### config.mk
export PLATFORM = sky130hd
export DESIGN_NAME = des_key_schedule_unit
export DESIGN_NICKNAME = d
export VERILOG_FILES = /design/src/sv/dks_pkg.sv /design/src/sv/dks_pc1_stage.sv /design/src/sv/dks_round_seq.sv /design/src/sv/dks_pc2_stage.sv /design/src/sv/des_key_schedule_unit.sv
export SDC_FILE = /design/constraint.sdc
export NUM_CORES = 1
export LEC_CHECK = 0
export BUFFER_PORTS_ARGS = -buffer_cell sky130_fd_sc_hd__buf_2
export CORE_ASPECT_RATIO = 1.1
export CORE_MARGIN = 2
export CORE_UTILIZATION = 50
export DETAILED_ROUTE_END_ITERATION = 6
export PLACE_DENSITY = 0.75
export SETUP_SLACK_MARGIN = 0.15
export SLEW_MARGIN = 10
export SYNTH_ARGS = -nofsm -noshare
export SYNTH_HDL_FRONTEND = slang
export SYNTH_SLANG_ARGS = --single-unit
export TNS_END_PERCENT = 20
### constraint.sdc
create_clock -name i_clk -period 14.4 [get_ports i_clk]
set_clock_uncertainty 0.15 [all_clocks]
set_input_delay 2.88 -clock i_clk [delete_from_list [all_inputs] [get_ports i_clk]]
set_output_delay 2.88 -clock i_clk [all_outputs]
set_load 0.005 [all_outputs]
### src/sv/dks_pkg.sv
package dks_pkg;

    localparam int KEY_BITS   = 64;
    localparam int HALF_BITS  = 28;
    localparam int CD_BITS    = 56;
    localparam int SUB_BITS   = 48;
    localparam int NUM_ROUNDS = 16;
    localparam int ROUND_BITS = 4;

    typedef logic [ROUND_BITS-1:0] t_round;
    typedef logic [HALF_BITS-1:0]  t_half;
    typedef logic [CD_BITS-1:0]    t_cd;
    typedef logic [SUB_BITS-1:0]   t_sub;
    typedef logic [KEY_BITS-1:0]   t_key;

    typedef struct packed {
        t_round round;
        logic   last;
    } t_beat;

    localparam t_round LAST_ROUND = t_round'(NUM_ROUNDS - 1);

    // set where the round rotates by two places
    localparam logic [NUM_ROUNDS-1:0] ROT_TWO = 16'h7EFC;

    localparam byte unsigned PC1_TAB [CD_BITS] = '{
        8'd57, 8'd49, 8'd41, 8'd33, 8'd25, 8'd17, 8'd9,  8'd1,  8'd58, 8'd50,
        8'd42, 8'd34, 8'd26, 8'd18, 8'd10, 8'd2,  8'd59, 8'd51, 8'd43, 8'd35,
        8'd27, 8'd19, 8'd11, 8'd3,  8'd60, 8'd52, 8'd44, 8'd36, 8'd63, 8'd55,
        8'd47, 8'd39, 8'd31, 8'd23, 8'd15, 8'd7,  8'd62, 8'd54, 8'd46, 8'd38,
        8'd30, 8'd22, 8'd14, 8'd6,  8'd61, 8'd53, 8'd45, 8'd37, 8'd29, 8'd21,
        8'd13, 8'd5,  8'd28, 8'd20, 8'd12, 8'd4
    };

    localparam byte unsigned PC2_TAB [SUB_BITS] = '{
        8'd14, 8'd17, 8'd11, 8'd24, 8'd1,  8'd5,  8'd3,  8'd28, 8'd15, 8'd6,
        8'd21, 8'd10, 8'd23, 8'd19, 8'd12, 8'd4,  8'd26, 8'd8,  8'd16, 8'd7,
        8'd27, 8'd20, 8'd13, 8'd2,  8'd41, 8'd52, 8'd31, 8'd37, 8'd47, 8'd55,
        8'd30, 8'd40, 8'd51, 8'd45, 8'd33, 8'd48, 8'd44, 8'd49, 8'd39, 8'd56,
        8'd34, 8'd53, 8'd46, 8'd42, 8'd50, 8'd36, 8'd29, 8'd32
    };

    // bit 1 of each numbering is the msb
    function automatic t_cd pc1(input t_key key);
        t_cd res;
        res = '0;
        for (int i = 0; i < CD_BITS; i++) begin
            res[CD_BITS-1-i] = key[KEY_BITS - int'(PC1_TAB[i])];
        end
        return res;
    endfunction

    function automatic t_sub pc2(input t_cd cd);
        t_sub res;
        res = '0;
        for (int i = 0; i < SUB_BITS; i++) begin
            res[SUB_BITS-1-i] = cd[CD_BITS - int'(PC2_TAB[i])];
        end
        return res;
    endfunction

endpackage

### src/sv/dks_pc1_stage.sv
module dks_pc1_stage (
    input  logic           i_clk,
    input  logic           i_rst_n,
    input  logic           i_valid,
    output logic           o_ready,
    input  dks_pkg::t_key  i_key,
    output logic           o_valid,
    input  logic           i_take,
    output dks_pkg::t_cd   o_cd
);

    logic         r_valid;
    dks_pkg::t_cd r_cd;

    assign o_ready = !r_valid || i_take;
    assign o_valid = r_valid;
    assign o_cd    = r_cd;

    always_ff @(posedge i_clk) begin
        if (!i_rst_n) begin
            r_valid <= 1'b0;
        end else if (o_ready) begin
            r_valid <= i_valid;
        end
        if (o_ready && i_valid) begin
            r_cd <= dks_pkg::pc1(i_key);
        end
    end

endmodule

### src/sv/dks_round_seq.sv
module dks_round_seq (
    input  logic             i_clk,
    input  logic             i_rst_n,
    input  logic             i_valid,
    output logic             o_take,
    input  dks_pkg::t_cd     i_cd,
    output logic             o_valid,
    input  logic             i_ready,
    output dks_pkg::t_cd     o_cd,
    output dks_pkg::t_beat   o_beat
);

    logic            r_busy;
    dks_pkg::t_round r_round;
    dks_pkg::t_half  r_c;
    dks_pkg::t_half  r_d;

    dks_pkg::t_half  rot_c;
    dks_pkg::t_half  rot_d;
    logic            advance;
    logic            at_last;

    always_comb begin
        if (dks_pkg::ROT_TWO[r_round]) begin
            rot_c = {r_c[dks_pkg::HALF_BITS-3:0], r_c[dks_pkg::HALF_BITS-1 -: 2]};
            rot_d = {r_d[dks_pkg::HALF_BITS-3:0], r_d[dks_pkg::HALF_BITS-1 -: 2]};
        end else begin
            rot_c = {r_c[dks_pkg::HALF_BITS-2:0], r_c[dks_pkg::HALF_BITS-1]};
            rot_d = {r_d[dks_pkg::HALF_BITS-2:0], r_d[dks_pkg::HALF_BITS-1]};
        end
    end

    assign at_last     = (r_round == dks_pkg::LAST_ROUND);
    assign advance     = r_busy && i_ready;
    assign o_take      = !r_busy || (advance && at_last);
    assign o_valid     = r_busy;
    assign o_cd        = {rot_c, rot_d};
    assign o_beat.round = r_round;
    assign o_beat.last  = at_last;

    always_ff @(posedge i_clk) begin
        if (!i_rst_n) begin
            r_busy  <= 1'b0;
            r_round <= '0;
        end else if (o_take) begin
            r_busy  <= i_valid;
            r_round <= '0;
        end else if (advance) begin
            r_round <= r_round + 1'b1;
        end
        if (o_take && i_valid) begin
            r_c <= i_cd[dks_pkg::CD_BITS-1:dks_pkg::HALF_BITS];
            r_d <= i_cd[dks_pkg::HALF_BITS-1:0];
        end else if (advance) begin
            r_c <= rot_c;
            r_d <= rot_d;
        end
    end

    a_hold_round: assert property (@(posedge i_clk) disable iff (!i_rst_n)
        r_busy && !i_ready |=> r_busy && $stable(r_round))
        else $error("round moved while stalled");

    a_step_round: assert property (@(posedge i_clk) disable iff (!i_rst_n)
        advance && !at_last |=> r_busy && r_round == $past(r_round) + 1'b1)
        else $error("round did not step by one");

    a_load_zero: assert property (@(posedge i_clk) disable iff (!i_rst_n)
        o_take && i_valid |=> r_busy && r_round == '0)
        else $error("new key did not start at round zero");

endmodule

### src/sv/dks_pc2_stage.sv
module dks_pc2_stage (
    input  logic             i_clk,
    input  logic             i_rst_n,
    input  logic             i_valid,
    output logic             o_ready,
    input  dks_pkg::t_cd     i_cd,
    input  dks_pkg::t_beat   i_beat,
    output logic             o_valid,
    input  logic             i_stall,
    output dks_pkg::t_sub    o_subkey,
    output dks_pkg::t_beat   o_beat
);

    logic            r_valid;
    dks_pkg::t_sub   r_subkey;
    dks_pkg::t_beat  r_beat;

    assign o_ready  = !r_valid || !i_stall;
    assign o_valid  = r_valid;
    assign o_subkey = r_subkey;
    assign o_beat   = r_beat;

    always_ff @(posedge i_clk) begin
        if (!i_rst_n) begin
            r_valid <= 1'b0;
        end else if (o_ready) begin
            r_valid <= i_valid;
        end
        if (o_ready && i_valid) begin
            r_subkey <= dks_pkg::pc2(i_cd);
            r_beat   <= i_beat;
        end
    end

endmodule

### src/sv/des_key_schedule_unit.sv
// a key passes the pc1 register, the round sequencer register and the pc2 register on its way out
// throughput: one subkey per cycle while i_stall is low; the pace of keys is set by the round
// sequencer, which walks the sixteen rotations of one key through a single register
// a following key waits in the pc1 register and starts with no gap
// reset clears the valid bits and the round counter only
module des_key_schedule_unit (
    input  logic                           i_clk,
    input  logic                           i_rst_n,
    input  logic                           i_valid,
    output logic                           o_stall,
    input  logic [dks_pkg::KEY_BITS-1:0]   i_key,
    output logic                           o_valid,
    input  logic                           i_stall,
    output logic [dks_pkg::ROUND_BITS-1:0] o_round,
    output logic [dks_pkg::SUB_BITS-1:0]   o_subkey,
    output logic                           o_last
);

    logic           in_ready;
    logic           pc1_valid;
    logic           seq_take;
    dks_pkg::t_cd   pc1_cd;
    logic           seq_valid;
    logic           pc2_ready;
    dks_pkg::t_cd   seq_cd;
    dks_pkg::t_beat seq_beat;
    dks_pkg::t_beat out_beat;

    assign o_stall = !in_ready;

    dks_pc1_stage u_pc1 (
        .i_clk   (i_clk),
        .i_rst_n (i_rst_n),
        .i_valid (i_valid),
        .o_ready (in_ready),
        .i_key   (i_key),
        .o_valid (pc1_valid),
        .i_take  (seq_take),
        .o_cd    (pc1_cd)
    );

    dks_round_seq u_seq (
        .i_clk   (i_clk),
        .i_rst_n (i_rst_n),
        .i_valid (pc1_valid),
        .o_take  (seq_take),
        .i_cd    (pc1_cd),
        .o_valid (seq_valid),
        .i_ready (pc2_ready),
        .o_cd    (seq_cd),
        .o_beat  (seq_beat)
    );

    dks_pc2_stage u_pc2 (
        .i_clk    (i_clk),
        .i_rst_n  (i_rst_n),
        .i_valid  (seq_valid),
        .o_ready  (pc2_ready),
        .i_cd     (seq_cd),
        .i_beat   (seq_beat),
        .o_valid  (o_valid),
        .i_stall  (i_stall),
        .o_subkey (o_subkey),
        .o_beat   (out_beat)
    );

    assign o_round = out_beat.round;
    assign o_last  = out_beat.last;

    a_last_round: assert property (@(posedge i_clk) disable iff (!i_rst_n)
        o_valid && o_last |-> o_round == dks_pkg::LAST_ROUND)
        else $error("last flag off the final round");

endmodule
Word-level counts from Yosys, hierarchy flattened
Memories as Yosys holds them, arrays and structs flattened. A register that Yosys moved wholly into a read port is not among the register bits.
Cells that the tools add are included.
W data, S select, Z words.
Word-level totals
  memories: 1
  bits in registers: 172
  ROM bits: 16
  word-level logic and storage cells: 38
Operators by class
  equality and inequality tests: 1
  muxes and demuxes: 9
  reductions and logical operators: 14
  $lt $le $gt $ge: 1
  bitwise logic cells: 1
  add/subtract/negate cells: 1
Memories
  (no name shown): depth 16, bits a word 1, read ports 1, clocked after memory_dff 1, wr ports 0, line dks_round_seq.sv:24  | if (dks_pkg::ROT_TWO[r_round]) begin
Operator list (count)
  $mux W28: 6
  $mux W4: 2
  $logic_not A1 Y1: 5
  $lt A4 B5 Y1 const B: 1
  $add A4 B1 Y4 const B: 1
  $eq A4 B4 Y1 const B: 1
  $logic_and A1 B1 Y1: 4
  $logic_or A1 B1 Y1: 3
  $reduce_bool A2 Y1: 1
  $reduce_or A2 Y1: 1
  $mux W1: 1
  $not A1 Y1: 1

Logic depth before layout (Yosys ltp)
  word-level depth: 7
  depth in mapped cells: 7
  mapped depth without buffers: 5

By module
From an unflattened synthesis, not the netlist that was laid out.
Second synthesis, totals
  cell total of the unflattened synthesis: 339
  area total of the unflattened synthesis: 6927.9 um2
Modules (own cells, without submodules)
  dks_round_seq: cells each 219, times used 1, seq. area each 1801.7 um2, area each 3552.2 um2
  dks_pc1_stage: cells each 61, times used 1, seq. area each 1701.6 um2, area each 1739.2 um2
  dks_pc2_stage: cells each 58, times used 1, seq. area each 1611.5 um2, area each 1632.8 um2
  des_key_schedule_unit: cells each 1, times used 1, seq. area each 0.0 um2, area each 3.8 um2

Worst setup path before layout
OpenSTA, ideal clock, no wires.
  path kind: input to register
  from: in i_stall
  to: reg u_pc1.r_cd[0] (netlist: u_pc1.o_cd[0]) (enable)
  cell stages on the path: 4
  path slack: 8.061 ns
  path buffers: 0
  setup time: 0.477 ns
  required time: 13.773 ns
  arrival time: 5.713 ns
  path through: nand2_1 > a21boi_2 > and2_1 > nor2b_1
Between the ends
  longest elaborated chain between the ends: 7
RTL lines
  start, declared: line des_key_schedule_unit.sv:13  | input logic i_stall,
  $logic_not A1 Y1: line dks_pc2_stage.sv:18  | assign o_ready = !r_valid || !i_stall;
  $logic_or A1 B1 Y1: line dks_pc2_stage.sv:18
  $logic_and A1 B1 Y1: line dks_round_seq.sv:34  | assign advance = r_busy && i_ready;
  $logic_and A1 B1 Y1: line dks_round_seq.sv:35  | assign o_take = !r_busy || (advance && at_last);
  $logic_or A1 B1 Y1: line dks_round_seq.sv:35
  $logic_or A1 B1 Y1: line dks_pc1_stage.sv:15  | assign o_ready = !r_valid || i_take;
  $logic_and A1 B1 Y1: line dks_pc1_stage.sv:25  | if (o_ready && i_valid) begin
  end signal, assigned: line dks_pc1_stage.sv:26  | r_cd <= dks_pkg::pc1(i_key);
  end, declared: line dks_pc1_stage.sv:13  | dks_pkg::t_cd r_cd;
No other way between the ends.
A chain may end at the register's enable or synchronous reset.

Worst setup path in the final report
  from: in i_stall
  to: out o_stall
Between the ends
  longest elaborated chain between the ends: 7
RTL lines
  $logic_not A1 Y1: line dks_pc2_stage.sv:18
  $logic_or A1 B1 Y1: line dks_pc2_stage.sv:18
  $logic_and A1 B1 Y1: line dks_round_seq.sv:34
  $logic_and A1 B1 Y1: line dks_round_seq.sv:35
  $logic_or A1 B1 Y1: line dks_round_seq.sv:35
  $logic_or A1 B1 Y1: line dks_pc1_stage.sv:15
  $logic_not A1 Y1: line des_key_schedule_unit.sv:29  | assign o_stall = !in_ready;
  end, declared: line des_key_schedule_unit.sv:10  | output logic o_stall,
No other way between the ends.

==> flow_metrics.py <==
metrics = {
    "power": {
        "switchingPower_uw": 234,
        "p_per_area_mw_per_mm2": 147,
        "clkPwrFrac": 0.415,
        "p_comb_frac": 0.075,
        "vdd_drop_max_mv": 0.0908,
        "p_int_uw": 970,
        "p_leak_uw": 0.00308,
        "p_seq_frac": 0.510,
        "switching_share": 0.194,
    },
    "yosys": {
        "synthFlopType": "edfxtp_1",
        "synth_edf_count": 165,
        "synth_seq_area_share": 0.752,
        "synth_warnings": 0,
        "synthAdderAreaFrac": 0.00184,
        "synth_compound_area_frac": 0.0171,
        "synth_common_cells": "165 x edfxtp_1, 65 x mux2_2, 32 x mux2_4",
        "yosysTopAreaCellShare": 0.729,
        "syn_area_mm2": 0.00680,
        "synth_area_per_cell_um2": 20.1,
        "synth_top_family_by_area": "multiplexers",
        "yosysTopAreaCell": "edfxtp_1",
        "yosys.area_share.simple": 0.0213,
        "async_reset_ff_frac": 0,
        "muxShareOfSynthArea": 0.190,
        "synthCells": 338,
        "syn_nets": 407,
        "synthDistinctLibCells": 33,
        "synthXorXnorAreaFrac": 0.00258,
        "synth_seq_cells": 173,
        "ys_top_cells_by_area": "edfxtp_1 73%, mux2_2 11%, mux2_4 7.1%",
        "synth_most_common_cell": "edfxtp_1",
    },
    "grt": {
        "grt_pass1_wl_mm": 17.7,
        "track_usage": 0.165,
        "grt_max_degree": 59,
        "grt-ovfl-total": 0,
        "grt_pass1_vias": 3382,
        "antenna_found_initial": 0,
    },
    "hold_path": {
        "min_to": "u_pc2.o_beat[3]",
        "worstHoldPathCells": 0,
        "hold_path.class": "reg2reg",
        "min-delay-start": "u_seq.r_round[2]",
    },
    "timing": {
        "min_period_ps": 7190,
        "hold_viol_final": 0,
        "timing.fmax_mhz": 139,
        "setup_total_negative_slack_ps": 0,
        "rsz0062_at_grt": "no",
        "setup_ws_ps": 7210,
        "worst_pin_slew_ps": 971,
        "fin_crit_sh": 0.499,
        "setup_viol": 0,
        "final_max_slew_viol_count": 0,
        "max_slew_margin": 0.353,
    },
    "placed_design": {
        "port_buffers": 114,
        "dpl.hpwl_mm": 6.80,
        "gp_congestion": 0.811,
        "pre_cts_ws_ps": 7160,
    },
    "cts": {
        "ctsHoldBuffers": 0,
        "cts.sinks": 173,
        "cts_resized": 0,
        "cts_root_buf": "clkbuf_16",
        "clockBufferDepth": 2,
        "clk_latency_ps": 420,
        "path_clk_slew_ps": 60,
        "post_cts_buffers": 0,
        "cts_buffers": 17,
        "cts-htree-levels": 4,
        "cts_tree": "built",
    },
    "critical_path": {
        "cp-end-kind": "output pin",
        "cp.required_ps": 11370,
        "crit_type": "in2out",
        "worstSetupStartpointType": "input port",
        "r2r_slack_ps": 11180,
        "worstPathCellList": "buf_2, nand2_1, a21boi_2, and2_1, buf_2",
        "timing.critical_path.buf_inv": 2,
        "rr_worst_depth": 5,
        "crit_start": "i_stall",
        "slowest_delay_ps": 660,
        "worst_ep_arrival_time_ps": 4160,
        "rr_startpoint": "u_seq.r_round[0]",
        "cpMostUsedCell": "buf_2",
        "rr_endpoint": "u_seq.r_d[27]",
        "cp_slowest_cell": "a21boi_2",
        "cpLargestDelayFamily": "compound AO/OA/AOI/OAI gates",
        "crit_path_max_fanout": 14,
    },
    "final_layout": {
        "final_nets": 531,
        "diodes": 0,
        "layout-drive-gt1-share": 0.524,
        "syn_to_final_growth_pct": 20.7,
    },
    "floorplan": {
        "die_height_um": 126,
        "core_area_mm2": 0.0133,
        "num_io_pins": 123,
        "rows": 44,
        "start_util": 0.513,
        "dieArea_mm2": 0.0146,
        "die_w_um": 115,
    },
    "drt": {
        "drc_errors": 0,
        "first_pass_iters": 4,
        "route.vias.total": 3323,
        "wirelength_mm": 11.5,
        "ant_nets": 0,
        "drtIter0Drc": 160,
        "vias_per_cell": 5.04,
        "wl_per_cell_um": 17.4,
    },
    "run_status": {
        "status": "completed",
    },
    "run": {
        "max-cap-violations": 0,
    },
}
[cells in the final DEF (no fill, tap or decap), types with 2 or more instances in the layout]
master	instances
a21oi_1	9
and3_1	2
buf_2	114
buf_4	4
bufinv_16	6
clkbuf_1	2
clkbuf_16	17
clkinv_1	5
clkinv_4	2
dfxtp_1	7
edfxtp_1	165
mux2_2	65
mux2_4	32
mux2i_1	8
nand2_1	3
nor2b_1	2
nor3_1	8
o21a_1	2
[power groups by stage]
stage,registers (µW),clock network [µW],logic [µW]
4_1_cts,614,511,91.3
3_3_place_gp,623,0,88.0
3_5_place_dp,624,0,90.6
2_1_floorplan,623,0,58.6
6_report,614,500,89.8
5_1_grt,617,529,98.1
[worst max-delay path by stage]
| stage | to | slack (ps) | cells past startpoint |
|---|---|---|---|
| after detailed placement | o_stall | 7160 | 5 |
| after floorplan | u_pc1.o_cd[0] | 8060 | 4 |
| after global placement | o_stall | 7180 | 5 |
| final | o_stall | 7210 | 5 |
| after global routing | o_stall | 7150 | 5 |
| after CTS | o_stall | 7150 | 5 |
[metal layers]
metal | wire length, µm | share of wire | global-route usage
met1 | 5160 | 0.45 | 0.208
met2 | 5600 | 0.49 | 0.266
met3 | 365 | 0.032 | 0.0363
met4 | 368 | 0.032 | 0.0893
met5 | 0 | 0 | 0
[layout make-up]
cell class,count,area [µm²]
clock buffers,19,433
clock inverters,13,220
fillers,927,5060
inverters,2,7.51
multi-input cells,150,1600
flip-flops and latches,173,5120
well taps,184,230
repair buffers,118,601
[sequential cells by signal, summed over array words and instances, names as in the netlist, named ones only]
name,cells
u_seq.o_valid,1
u_pc2.o_beat,5
u_seq.r_round,4
u_seq.r_d,28
u_pc1.o_cd,56
u_pc2.o_subkey,48
u_seq.r_c,28
u_pc1.o_valid,1
u_pc2.o_valid,1
[per-stage QoR]
stage                util  total power (µW)  hold WS, ps  std cells  instance area (µm²)
floorplan               -               682          320        338                 6800
global placement    0.570               711          342        627                 7560
detailed placement  0.570               715          358        627                 7560
CTS                 0.619              1220          372        659                 8210
global route        0.619              1240          392        659                 8210
finish              0.619              1200          371        659                 8210
[cells by family after synthesis]
logic type	count (synthesis)
AOI/OAI and AO/OA	18
adders and majority gates	1
buffers and inverters	15
xor gates and xnor gates	2
and+or+nand+nor	24
muxes	105
DFF	173
Note: power is estimated with default switching activity, not from simulation.
